<file path="src/qha_pkg.sv">
// ============================================================================
// qha_pkg
// Shared types, widths and the arctangent table for the heading angle block.
// ============================================================================
package qha_pkg;

    localparam int COORD_WIDTH     = 16;
    localparam int ANGLE_FRAC_BITS = 8;
    localparam int CORDIC_STEPS    = 16;
    localparam int ACC_FRAC        = 16;
    localparam int TABLE_LEN       = 24;
    localparam int OUT_WIDTH       = 17;

    localparam int MAG_W   = COORD_WIDTH + 1;
    localparam int CORD_W  = COORD_WIDTH + 3;
    localparam int Z_W     = 25;
    localparam int RND_SH  = ACC_FRAC - ANGLE_FRAC_BITS;
    localparam int SUM_W   = OUT_WIDTH + 1;

    localparam logic [Z_W-1:0]       RND_HALF = Z_W'(1) << (RND_SH - 1);
    localparam logic [OUT_WIDTH-1:0] LIMIT    = OUT_WIDTH'((360 << ANGLE_FRAC_BITS) - 1);

    typedef logic signed [COORD_WIDTH-1:0] t_coord;
    typedef logic        [MAG_W-1:0]       t_mag;
    typedef logic signed [CORD_W-1:0]      t_cord;
    typedef logic signed [Z_W-1:0]         t_angle;
    typedef logic        [OUT_WIDTH-1:0]   t_heading;

    typedef enum logic [1:0] {
        QUAD_BASE_0   = 2'd0,
        QUAD_BASE_90  = 2'd1,
        QUAD_BASE_180 = 2'd2,
        QUAD_BASE_270 = 2'd3
    } t_quad;

    typedef struct packed {
        logic  axis;
        t_quad quad;
    } t_tag;

    localparam t_angle ATAN_DEG_Q16 [TABLE_LEN] = '{
        25'sd2949120, 25'sd1740967, 25'sd919879, 25'sd466945,
        25'sd234379,  25'sd117304,  25'sd58666,  25'sd29335,
        25'sd14668,   25'sd7334,    25'sd3667,   25'sd1833,
        25'sd917,     25'sd458,     25'sd229,    25'sd115,
        25'sd57,      25'sd29,      25'sd14,     25'sd7,
        25'sd4,       25'sd2,       25'sd1,      25'sd0
    };

    function automatic logic [OUT_WIDTH-1:0] quad_base(input t_quad q);
        logic [OUT_WIDTH-1:0] b;
        b = '0;
        unique case (q)
            QUAD_BASE_0:   b = '0;
            QUAD_BASE_90:  b = OUT_WIDTH'(90  << ANGLE_FRAC_BITS);
            QUAD_BASE_180: b = OUT_WIDTH'(180 << ANGLE_FRAC_BITS);
            QUAD_BASE_270: b = OUT_WIDTH'(270 << ANGLE_FRAC_BITS);
            default:       b = '0;
        endcase
        return b;
    endfunction

endpackage

</file>
<file path="src/qha_if.sv">
// ============================================================================
// qha_vec_if / qha_head_if
// Valid/ready channels for input vectors and heading results.
// ============================================================================
interface qha_vec_if;
    logic             valid;
    logic             ready;
    qha_pkg::t_coord  vec_x;
    qha_pkg::t_coord  vec_y;

    modport source (output valid, output vec_x, output vec_y, input ready);
    modport sink   (input valid, input vec_x, input vec_y, output ready);
endinterface

interface qha_head_if;
    logic               valid;
    logic               ready;
    qha_pkg::t_heading  heading_deg;

    modport source (output valid, output heading_deg, input ready);
    modport sink   (input valid, input heading_deg, output ready);
endinterface

</file>
<file path="src/qha_cordic_pipe.sv">
// ============================================================================
// qha_cordic_pipe
// Vectoring CORDIC, one register stage per rotation step.
// ============================================================================
module qha_cordic_pipe (
    input  logic                 i_clk,
    input  logic                 i_rst_n,
    input  logic                 i_adv,
    input  logic                 i_valid,
    input  qha_pkg::t_tag        i_tag,
    input  qha_pkg::t_cord       i_xr,
    input  qha_pkg::t_cord       i_yr,
    output logic                 o_valid,
    output qha_pkg::t_tag        o_tag,
    output qha_pkg::t_angle      o_z
);

    localparam int N = qha_pkg::CORDIC_STEPS;

    qha_pkg::t_cord  w_x   [N+1];
    qha_pkg::t_cord  w_y   [N+1];
    qha_pkg::t_angle w_z   [N+1];
    logic            w_v   [N+1];
    qha_pkg::t_tag   w_tag [N+1];

    assign w_x[0]   = i_xr;
    assign w_y[0]   = i_yr;
    assign w_z[0]   = '0;
    assign w_v[0]   = i_valid;
    assign w_tag[0] = i_tag;

    for (genvar k = 0; k < N; k++) begin : g_step
        qha_pkg::t_cord  r_x, n_x, r_y, n_y;
        qha_pkg::t_angle r_z, n_z;
        qha_pkg::t_tag   r_tag;
        logic            r_v;

        always_comb begin
            if (!w_y[k][qha_pkg::CORD_W-1]) begin
                n_x = w_x[k] + (w_y[k] >>> k);
                n_y = w_y[k] - (w_x[k] >>> k);
                n_z = w_z[k] + qha_pkg::ATAN_DEG_Q16[k];
            end else begin
                n_x = w_x[k] - (w_y[k] >>> k);
                n_y = w_y[k] + (w_x[k] >>> k);
                n_z = w_z[k] - qha_pkg::ATAN_DEG_Q16[k];
            end
        end

        always_ff @(posedge i_clk) begin
            if (!i_rst_n) begin
                r_v <= 1'b0;
            end else if (i_adv) begin
                r_v <= w_v[k];
            end
            if (i_adv) begin
                r_x   <= n_x;
                r_y   <= n_y;
                r_z   <= n_z;
                r_tag <= w_tag[k];
            end
        end

        assign w_x[k+1]   = r_x;
        assign w_y[k+1]   = r_y;
        assign w_z[k+1]   = r_z;
        assign w_v[k+1]   = r_v;
        assign w_tag[k+1] = r_tag;
    end

    assign o_valid = w_v[N];
    assign o_tag   = w_tag[N];
    assign o_z     = w_z[N];

endmodule

</file>
<file path="src/quadrant_heading_angle.sv">
// ============================================================================
// quadrant_heading_angle
// Heading of a signed 2D vector in degrees (8 fraction bits) by CORDIC.
// ============================================================================
//  channel  | dir | payload               | handshake
//  i_vec    | in  | vec_x, vec_y (s16)    | valid/ready
//  o_head   | out | heading_deg (u17)     | valid/ready
//
//  One transaction per cycle while the output is not stalled; the data pass
//  the input stage, one stage per CORDIC rotation and the output stage.
//  Reset clears all valid bits; payload registers are not reset.
//  A stalled output freezes every stage; i_vec.ready follows that freeze.
// ============================================================================
module quadrant_heading_angle (
    input  logic         i_clk,
    input  logic         i_rst_n,
    qha_vec_if.sink      i_vec,
    qha_head_if.source   o_head
);

    logic                  w_adv;
    logic                  r_pre_valid;
    qha_pkg::t_tag         r_pre_tag;
    qha_pkg::t_cord        r_pre_xr;
    qha_pkg::t_cord        r_pre_yr;
    qha_pkg::t_tag         n_pre_tag;
    qha_pkg::t_mag         w_ax, w_ay;
    qha_pkg::t_mag         w_num, w_den;

    logic                  w_cv;
    qha_pkg::t_tag         w_ctag;
    qha_pkg::t_angle       w_cz;

    qha_pkg::t_angle       w_zc;
    qha_pkg::t_angle       w_zr;
    logic [qha_pkg::SUM_W-1:0]     w_sum;
    qha_pkg::t_heading     n_head;
    qha_pkg::t_heading     r_head;
    logic                  r_out_valid;

    assign w_adv       = !r_out_valid || o_head.ready;
    assign i_vec.ready = w_adv;

    assign w_ax = i_vec.vec_x[qha_pkg::COORD_WIDTH-1]
                ? qha_pkg::t_mag'(-(qha_pkg::MAG_W'(signed'(i_vec.vec_x))))
                : qha_pkg::t_mag'(i_vec.vec_x);
    assign w_ay = i_vec.vec_y[qha_pkg::COORD_WIDTH-1]
                ? qha_pkg::t_mag'(-(qha_pkg::MAG_W'(signed'(i_vec.vec_y))))
                : qha_pkg::t_mag'(i_vec.vec_y);

    always_comb begin
        logic sx, sy;
        sx = i_vec.vec_x[qha_pkg::COORD_WIDTH-1];
        sy = i_vec.vec_y[qha_pkg::COORD_WIDTH-1];
        n_pre_tag.axis = (i_vec.vec_x == '0) || (i_vec.vec_y == '0);
        if (sx == sy) begin
            w_num = w_ax;
            w_den = w_ay;
        end else begin
            w_num = w_ay;
            w_den = w_ax;
        end
        case ({sx, sy})
            2'b00:   n_pre_tag.quad = qha_pkg::QUAD_BASE_270;
            2'b10:   n_pre_tag.quad = qha_pkg::QUAD_BASE_180;
            2'b11:   n_pre_tag.quad = qha_pkg::QUAD_BASE_90;
            default: n_pre_tag.quad = qha_pkg::QUAD_BASE_0;
        endcase
    end

    always_ff @(posedge i_clk) begin
        if (!i_rst_n) begin
            r_pre_valid <= 1'b0;
        end else if (w_adv) begin
            r_pre_valid <= i_vec.valid;
        end
        if (w_adv) begin
            r_pre_tag <= n_pre_tag;
            r_pre_xr  <= qha_pkg::t_cord'({2'b00, w_den});
            r_pre_yr  <= qha_pkg::t_cord'({2'b00, w_num});
        end
    end

    qha_cordic_pipe u_cordic (
        .i_clk   (i_clk),
        .i_rst_n (i_rst_n),
        .i_adv   (w_adv),
        .i_valid (r_pre_valid),
        .i_tag   (r_pre_tag),
        .i_xr    (r_pre_xr),
        .i_yr    (r_pre_yr),
        .o_valid (w_cv),
        .o_tag   (w_ctag),
        .o_z     (w_cz)
    );

    assign w_zc  = w_cz[qha_pkg::Z_W-1] ? '0 : w_cz;
    assign w_zr  = qha_pkg::t_angle'(w_zc + qha_pkg::RND_HALF) >>> qha_pkg::RND_SH;
    assign w_sum = qha_pkg::SUM_W'(w_zr[qha_pkg::OUT_WIDTH-1:0])
                 + qha_pkg::SUM_W'(qha_pkg::quad_base(w_ctag.quad));

    always_comb begin
        if (w_ctag.axis) begin
            n_head = '0;
        end else if (w_sum > qha_pkg::SUM_W'(qha_pkg::LIMIT)) begin
            n_head = qha_pkg::LIMIT;
        end else begin
            n_head = w_sum[qha_pkg::OUT_WIDTH-1:0];
        end
    end

    always_ff @(posedge i_clk) begin
        if (!i_rst_n) begin
            r_out_valid <= 1'b0;
        end else if (w_adv) begin
            r_out_valid <= w_cv;
        end
        if (w_adv) begin
            r_head <= n_head;
        end
    end

    assign o_head.valid       = r_out_valid;
    assign o_head.heading_deg = r_head;

`ifndef NO_ASSERTIONS
    a_head_limit: assert property (@(posedge i_clk) disable iff (!i_rst_n)
        r_out_valid |-> (r_head <= qha_pkg::LIMIT))
        else $error("heading above saturation limit");

    a_reset_clears: assert property (@(posedge i_clk)
        !i_rst_n |=> !o_head.valid)
        else $error("output valid after reset");

    a_stall_freeze: assert property (@(posedge i_clk) disable iff (!i_rst_n)
        (r_out_valid && !o_head.ready) |=> ($stable(w_cz) && $stable(w_cv)))
        else $error("pipeline moved during stall");

    a_ready_on_stall: assert property (@(posedge i_clk) disable iff (!i_rst_n)
        (r_out_valid && !o_head.ready) |-> !i_vec.ready)
        else $error("input taken while output stalled");
`endif

endmodule
</file>
<file path="src/flat_wrapper.sv">
// flat-port wrapper written by rule: the top's interface ports become plain ports
module quadrant_heading_angle_flat 
  (i_clk, i_rst_n, i_vec_valid, i_vec_vec_x, i_vec_vec_y, i_vec_ready, o_head_valid, o_head_heading_deg, o_head_ready);
  qha_vec_if i_vec_i ();
  qha_head_if o_head_i ();
  input  logic i_clk;
  input  logic i_rst_n;
  input wire logic [$bits(i_vec_i.valid)-1:0] i_vec_valid;
  input wire logic [$bits(i_vec_i.vec_x)-1:0] i_vec_vec_x;
  input wire logic [$bits(i_vec_i.vec_y)-1:0] i_vec_vec_y;
  output wire logic [$bits(i_vec_i.ready)-1:0] i_vec_ready;
  output wire logic [$bits(o_head_i.valid)-1:0] o_head_valid;
  output wire logic [$bits(o_head_i.heading_deg)-1:0] o_head_heading_deg;
  input wire logic [$bits(o_head_i.ready)-1:0] o_head_ready;
  assign i_vec_i.valid = i_vec_valid;
  assign i_vec_i.vec_x = i_vec_vec_x;
  assign i_vec_i.vec_y = i_vec_vec_y;
  assign i_vec_ready = i_vec_i.ready;
  assign o_head_valid = o_head_i.valid;
  assign o_head_heading_deg = o_head_i.heading_deg;
  assign o_head_i.ready = o_head_ready;
  quadrant_heading_angle u_core (.i_clk(i_clk), .i_rst_n(i_rst_n), .i_vec(i_vec_i), .o_head(o_head_i));
endmodule
</file>
<file path="config.mk">
export PLATFORM = sky130hd
export DESIGN_NAME = quadrant_heading_angle_flat
export DESIGN_NICKNAME = d
export VERILOG_FILES = /design/src/qha_pkg.sv /design/src/qha_if.sv /design/src/qha_cordic_pipe.sv /design/src/quadrant_heading_angle.sv /design/src/flat_wrapper.sv
export SDC_FILE = /design/constraint.sdc
export NUM_CORES = 2
export LEC_CHECK = 0
export BUFFER_PORTS_ARGS = -buffer_cell sky130_fd_sc_hd__buf_2
export CAP_MARGIN = 20
export CORE_ASPECT_RATIO = 2
export CORE_UTILIZATION = 45
export DETAILED_ROUTE_END_ITERATION = 7
export HOLD_SLACK_MARGIN = 0.02
export PLACE_DENSITY_LB_ADDON = 0.08
export REMOVE_ABC_BUFFERS = 1
export SYNTH_ARGS = -nofsm -noshare
export SYNTH_HDL_FRONTEND = slang
export SYNTH_SLANG_ARGS = --single-unit
</file>
<file path="constraint.sdc">
create_clock -name i_clk -period 26.5 [get_ports i_clk]
set_input_delay 0 -clock i_clk [delete_from_list [all_inputs] [get_ports i_clk]]
set_output_delay 0 -clock i_clk [all_outputs]
set_load 0.1 [all_outputs]
</file>
=== Yosys cells after proc, flatten, opt, wreduce, memory -nomap -nowiden ===
Index checks and enable logic that the tools add are counted.

* $add $sub $neg: 88
* Muxes and demuxes: 50
* Magnitude comparators: 1
* Equal/unequal tests: 6
* Reduce and logical (&&, ||, !) cells: 8

{| class="wikitable"
|+ Operators by type and width
! operator !! number
|-
| 2-to-1 mux 19 bit || 27
|-
| 2-to-1 mux 25 bit || 14
|-
| 2-to-1 mux 17 bit || 5
|-
| case mux 17 bit (4 select lines) || 1
|-
| adder 19 x 17 -> 19 bit || 3
|-
| subtractor 19 x 17 -> 19 bit || 3
|-
| adder 25 x 8 -> 25 bit, second input constant || 2
|-
| adder 19 x 10 -> 19 bit || 2
|-
| adder 19 x 11 -> 19 bit || 2
|-
| adder 19 x 12 -> 19 bit || 2
|-
| adder 19 x 13 -> 19 bit || 2
|-
| adder 19 x 14 -> 19 bit || 2
|-
| adder 19 x 15 -> 19 bit || 2
|-
| adder 19 x 16 -> 19 bit || 2
|-
| adder 19 x 6 -> 19 bit || 2
|-
| adder 19 x 7 -> 19 bit || 2
|-
| adder 19 x 8 -> 19 bit || 2
|-
| adder 19 x 9 -> 19 bit || 2
|-
| subtractor 19 x 10 -> 19 bit || 2
|-
| subtractor 19 x 11 -> 19 bit || 2
|-
| subtractor 19 x 12 -> 19 bit || 2
|-
| subtractor 19 x 13 -> 19 bit || 2
|-
| subtractor 19 x 14 -> 19 bit || 2
|-
| subtractor 19 x 15 -> 19 bit || 2
|-
| 52 further kinds || 64
|}

* Register bits after elaboration: 1044
* Output and inout port bits: 19
* Word-level logic and storage cells: 253
* Bits of input ports: 36

=== Longest topological paths before layout ===
* Depth after elaboration: 5
* Mapped depth: 19
* Gate-level depth less buffers: 17

=== Modules after synthesis ===
From an unflattened synthesis, not the netlist that was laid out.

* Cell total of the unflattened synthesis: 7686
* Area total of the unflattened synthesis: 76652.3 µm²

{| class="wikitable"
|+ By module, submodules not included
! module !! cells an instance !! instances !! sequential area each (µm²) !! area an instance (µm²)
|-
| qha_cordic_pipe || 7343 || 1 || 27766.6 || 72907.4
|-
| quadrant_heading_angle || 343 || 1 || 1661.6 || 3744.8
|}

=== Least setup slack after synthesis ===
No wires, ideal clock.

* Path type: register -> register
* From: reg u_core.r_out_valid (netlist: u_core.o_head.valid)
* To: reg u_core.r_head[0] (netlist: u_core.o_head.heading_deg[0]), enable pin
* Data required time: 24.783 ns
* Data arrival time: 27.594 ns
* Library setup time: 1.717 ns
* Path slack: -2.811 ns
* Path buffers: 2
* Cell stages (with the launch flop): 5
* Period minus slack after synthesis: 29.311 ns
* Path through: dfxtp_1 nor2b_1 clkbuf_1 clkinv_1 clkbuf_1

* Word-level cells in the longest chain between the ends: 2

{| class="wikitable"
|+ RTL lines
! item !! RTL line !! RTL
|-
| from (decl) || quadrant_heading_angle.sv:39 || <nowiki>logic r_out_valid;</nowiki>
|-
| from (signal assigned) || quadrant_heading_angle.sv:116 || <nowiki>r_out_valid <= w_cv;</nowiki>
|-
| logical NOT 1 bit || quadrant_heading_angle.sv:41 || <nowiki>assign w_adv = !r_out_valid || o_head.ready;</nowiki>
|-
| logical OR 1 bit || quadrant_heading_angle.sv:41 ||
|-
| named net i_vec_ready || flat_wrapper.sv:11 || <nowiki>output wire logic [$bits(i_vec_i.ready)-1:0] i_vec_ready;</nowiki>
|-
| to (signal assigned) || quadrant_heading_angle.sv:119 || <nowiki>r_head <= n_head;</nowiki>
|-
| to (decl) || quadrant_heading_angle.sv:38 || <nowiki>qha_pkg::t_heading r_head;</nowiki>
|}

The timed path passes the listed nets, and every way through them passes these cells.
A chain may end at the register's enable or synchronous reset.

=== Worst setup path after layout ===
* From: reg u_core.r_out_valid (netlist: u_core.o_head.valid)
* To: reg u_core.u_cordic.g_step[14].r_y[18], enable pin

* Word-level cells in the longest chain between the ends: 2

{| class="wikitable"
|+ RTL lines
! item !! RTL line !! RTL
|-
| logical NOT 1 bit || quadrant_heading_angle.sv:41 ||
|-
| logical OR 1 bit || quadrant_heading_angle.sv:41 ||
|-
| to (signal assigned) || qha_cordic_pipe.sv:58 || <nowiki>r_y <= n_y;</nowiki>
|-
| to (decl) || qha_cordic_pipe.sv:33 || <nowiki>qha_pkg::t_cord r_x, n_x, r_y, n_y;</nowiki>
|}

Every way passes these cells.

==> impl_metrics.yaml <==
status:
  status: "complete, no violations"
cts:
  cts_inserted_buffers: 97
  htreeDepth: 3
  clockBufferDepth: 3
  post_cts_resized: 0
  cts_tree: "built"
  holdBufCountCts: 77
  cts.clk_slew.worst_paths_ns: 0.06
  clk-insertion-delay-late_ns: 0.72
  root_buffer: "clkbuf_16"
  cts_setup_buffers: 0
  clock-sinks: 963
setup_path:
  cp_cell_sequence: "nor2b_1, buf_4, inv_8, buf_4, buf_4, buf_4, buf_4"
  cp_max_fo: 137
  cp_slowest_stage_delay_ns: 0.85
  cp.arrival_ns: 5.31
  crit_required_ns: 26.81
  crit_top_cell: "buf_4"
  timing.rr.start: "u_core.o_head.valid$_SDFFE_PN0P_"
  critPathCaptureType: "register"
  cpLargestDelayFamily: "buffers and inverters"
  path_buf_inv: 6
  cp-start-kind: "register"
  r2r_slack_ns: 21.50
  r2r_end: "u_core.u_cordic.g_step[14].r_y[18]$_DFFE_PP_"
  cp_slowest_cell: "buf_4"
  ff2ff_path_depth: 7
  crit_type: "reg -> reg"
floorplan:
  die_area_um2: 163500
  ios: 55
  die_width_um: 286.4
  dieHeight_um: 570.8
  rows: 208
  start_util_pct: 45.34
  core_um2: 160600
timing:
  fmax_mhz: 200.1
  final-setup-viol-count: 0
  slew_headroom_pct: 28.79
  slew_violations: 0
  fin_crit_ns: 4.997
  rsz0062_at_grt: "no"
  tightest_slew_ns: 1.066
  finalHoldViolations: 0
  fin_ws_ns: 21.50
  post-route-period-util_pct: 18.86
  finClkSkew_ns: 0.04098
final_layout:
  seqCellArea_um2: 28740
  fill_cells: 14616
  final_cell_count_no_fill: 9480
  multiInputGateArea_um2: 42430
  areaGrowthSynthToFinish_pct: 9.346
  drive_gt1_share_pct: 4.459
  fin_nets: 8249
place:
  hpwl_um: 148800
  pre_cts_ws_ns: 21.41
  placed_cells: 9218
  port_buffers: 54
  routabilityCongestion: 0.9627
synth:
  synthCells: 7123
  synth_top_area_cell: "edfxtp_1"
  ys_types: 92
  synthSimpleGateAreaFrac_pct: 11.51
  synthXorXnorAreaFrac_pct: 12.09
  synth.most_common_cell: "edfxtp_1"
  async_reset_ff_share_pct: 0
  synth_edf_count: 945
  synthAdderAreaFrac_pct: 16.14
  ys_seq_elements: 963
  ys_seq_area_share_pct: 39.47
  synthMuxAreaShare_pct: 1.043
  syn_area_per_cell_um2: 10.22
  synth_compound_area_share_pct: 17.49
  yosys_warnings: 0
  yosys-top-cells-count: "edfxtp_1 (945), ha_1 (880), a21oi_1 (663)"
  syn_area_um2: 72800
  ys.flop_type: "edfxtp_1"
  synth_top_area_share_pct: 38.98
  synth_top_family_by_area: "compound AO/OA/AOI/OAI gates"
  synth_top_cells_by_area: "edfxtp_1 (39%), ha_1 (15%), xnor2_1 (7.5%)"
global_routing:
  antenna_found_initial: 2
  grt_usage_pct: 22.78
  grt_pass1_wl_um: 291700
  grt_max_degree: 149
  overflow: 0
  grt_pass1_vias: 56774
hold_path:
  holdCritStartpoint: "i_rst_n"
  hold_path.class: "in -> reg"
  hold_path_depth: 3
  hold_path_end: "u_core.u_cordic.g_step[4].r_v$_SDFFE_PN0P_"
routing:
  dr_total_vias: 53565
  firstDrtPassIters: 5
  drtAntennaViolNets: 0
  dr.first_iter.drc_count: 2108
  drc: 0
  wl_um: 186200
  wire_per_inst_um: 19.64
  vias_per_cell: 5.650
run:
  drv_cap: 0
## per-stage QoR
stage | setup TNS (ns) | util, % | area, um^2 | hold WS, ns
finish | 0 | 49.58 | 79610 | 0.2451
global placement | 0 | 47.08 | 75600 | 0.2638
global route | 0 | 49.58 | 79610 | 0.2513
CTS | 0 | 49.57 | 79590 | 0.1662
detailed placement | 0 | 47.08 | 75600 | 0.2635
floorplan | -702.22 | - | 72470 | 0.1178
## worst reg2reg max path, stage by stage, from the launching register on
cell and delay [ns]:
dfxtp_1 0.30, nor2b_1 0.12, buf_4 0.20, inv_8 0.61, buf_4 0.93, buf_4 0.76, buf_4 0.72, buf_4 0.86
## state kept, by name, summed over array words and instances, names as in the netlist, 15 cells and up
name	flops
u_core.o_head.heading_deg	17
u_core.u_cordic.g_step.r_v	15
u_core.u_cordic.g_step.r_x	251
u_core.u_cordic.o_z	18
u_core.u_cordic.g_step.r_tag	45
u_core.u_cordic.g_step.r_y	265
u_core.r_pre_yr	17
u_core.u_cordic.g_step.r_z	309
u_core.r_pre_xr	17
## worst max-delay path by stage
stage	startpoint	endpoint	slack [ns]	cells after the start
floorplan	u_core.o_head.valid$_SDFFE_PN0P_	u_core.o_head.heading_deg[0]$_SDFFCE_PP0P_	-0.74	2
global placement	u_core.o_head.valid$_SDFFE_PN0P_	u_core.u_cordic.g_step[13].r_z[1]$_DFFE_PP_	21.43	7
detailed placement	u_core.o_head.valid$_SDFFE_PN0P_	u_core.u_cordic.g_step[14].r_z[1]$_DFFE_PP_	21.41	7
CTS	u_core.o_head.valid$_SDFFE_PN0P_	u_core.u_cordic.g_step[14].r_y[18]$_DFFE_PP_	21.41	7
global route	u_core.o_head.valid$_SDFFE_PN0P_	u_core.u_cordic.g_step[14].r_y[18]$_DFFE_PP_	21.09	7
finish	u_core.o_head.valid$_SDFFE_PN0P_	u_core.u_cordic.g_step[14].r_y[18]$_DFFE_PP_	21.50	7
## layer usage
metal | vias to the layer above | GRT usage, % | part of all wire (%)
met2 | 873 | 50.24 | 61
met1 | 25362 | 16.53 | 29
met4 | 0 | 17.38 | 8.5
met5 | - | 0 | 0
li1 | 26752 | - | -
met3 | 578 | 2.173 | 2.1
## cell type report
type / count / area share (%)
clock buffer: 108 / 3.128
clock inverter: 73 / 0.9179
tap: 2100 / 3.301
inverter: 349 / 1.655
sequential: 963 / 36.10
multi-input combinational: 5724 / 53.29
antenna: 2 / 0.006287
timing repair buffer: 161 / 1.600
## cells in the final DEF, fill, tap and decap left out, drive strengths merged, types with 20 or more instances in the layout
| cell type | count |
|---|---|
| a31oi | 58 |
| o21bai | 105 |
| fa | 37 |
| edfxtp | 945 |
| o31ai | 27 |
| o21ai | 394 |
| a221oi | 28 |
| nor3b | 20 |
| nor4 | 38 |
| clkbuf | 109 |
| nor2b | 100 |
| nand4 | 65 |
| a2111oi | 24 |
| buf | 83 |
| inv | 351 |
| o211ai | 34 |
| clkinv | 51 |
| nand2b | 99 |
| nand3 | 70 |
| ha | 880 |
| o21a | 101 |
| nor3 | 178 |
| xnor2 | 621 |
| nand2 | 328 |
| a21o | 313 |
| and2 | 20 |
| a21boi | 34 |
| nor2 | 585 |
| o41ai | 36 |
| mux2i | 50 |
| and3 | 80 |
| mux2 | 23 |
| a21oi | 664 |
| or3 | 52 |
| dlygate4sd3 | 77 |
| a211oi | 62 |
| xor2 | 383 |
## cell families after synthesis
group	Yosys count
adder cells (fa/ha/maj)	917
flip-flops	963
AND/OR/NAND/NOR	1724
buffers and inverters	437
AO/OA/AOI/OAI	2004
XOR/XNOR	1004
multiplexers	73
other	1
Power is left out: the tool's default activity adds up to more than one toggle a clock period on the data nets, which glitch-free logic cannot reach.
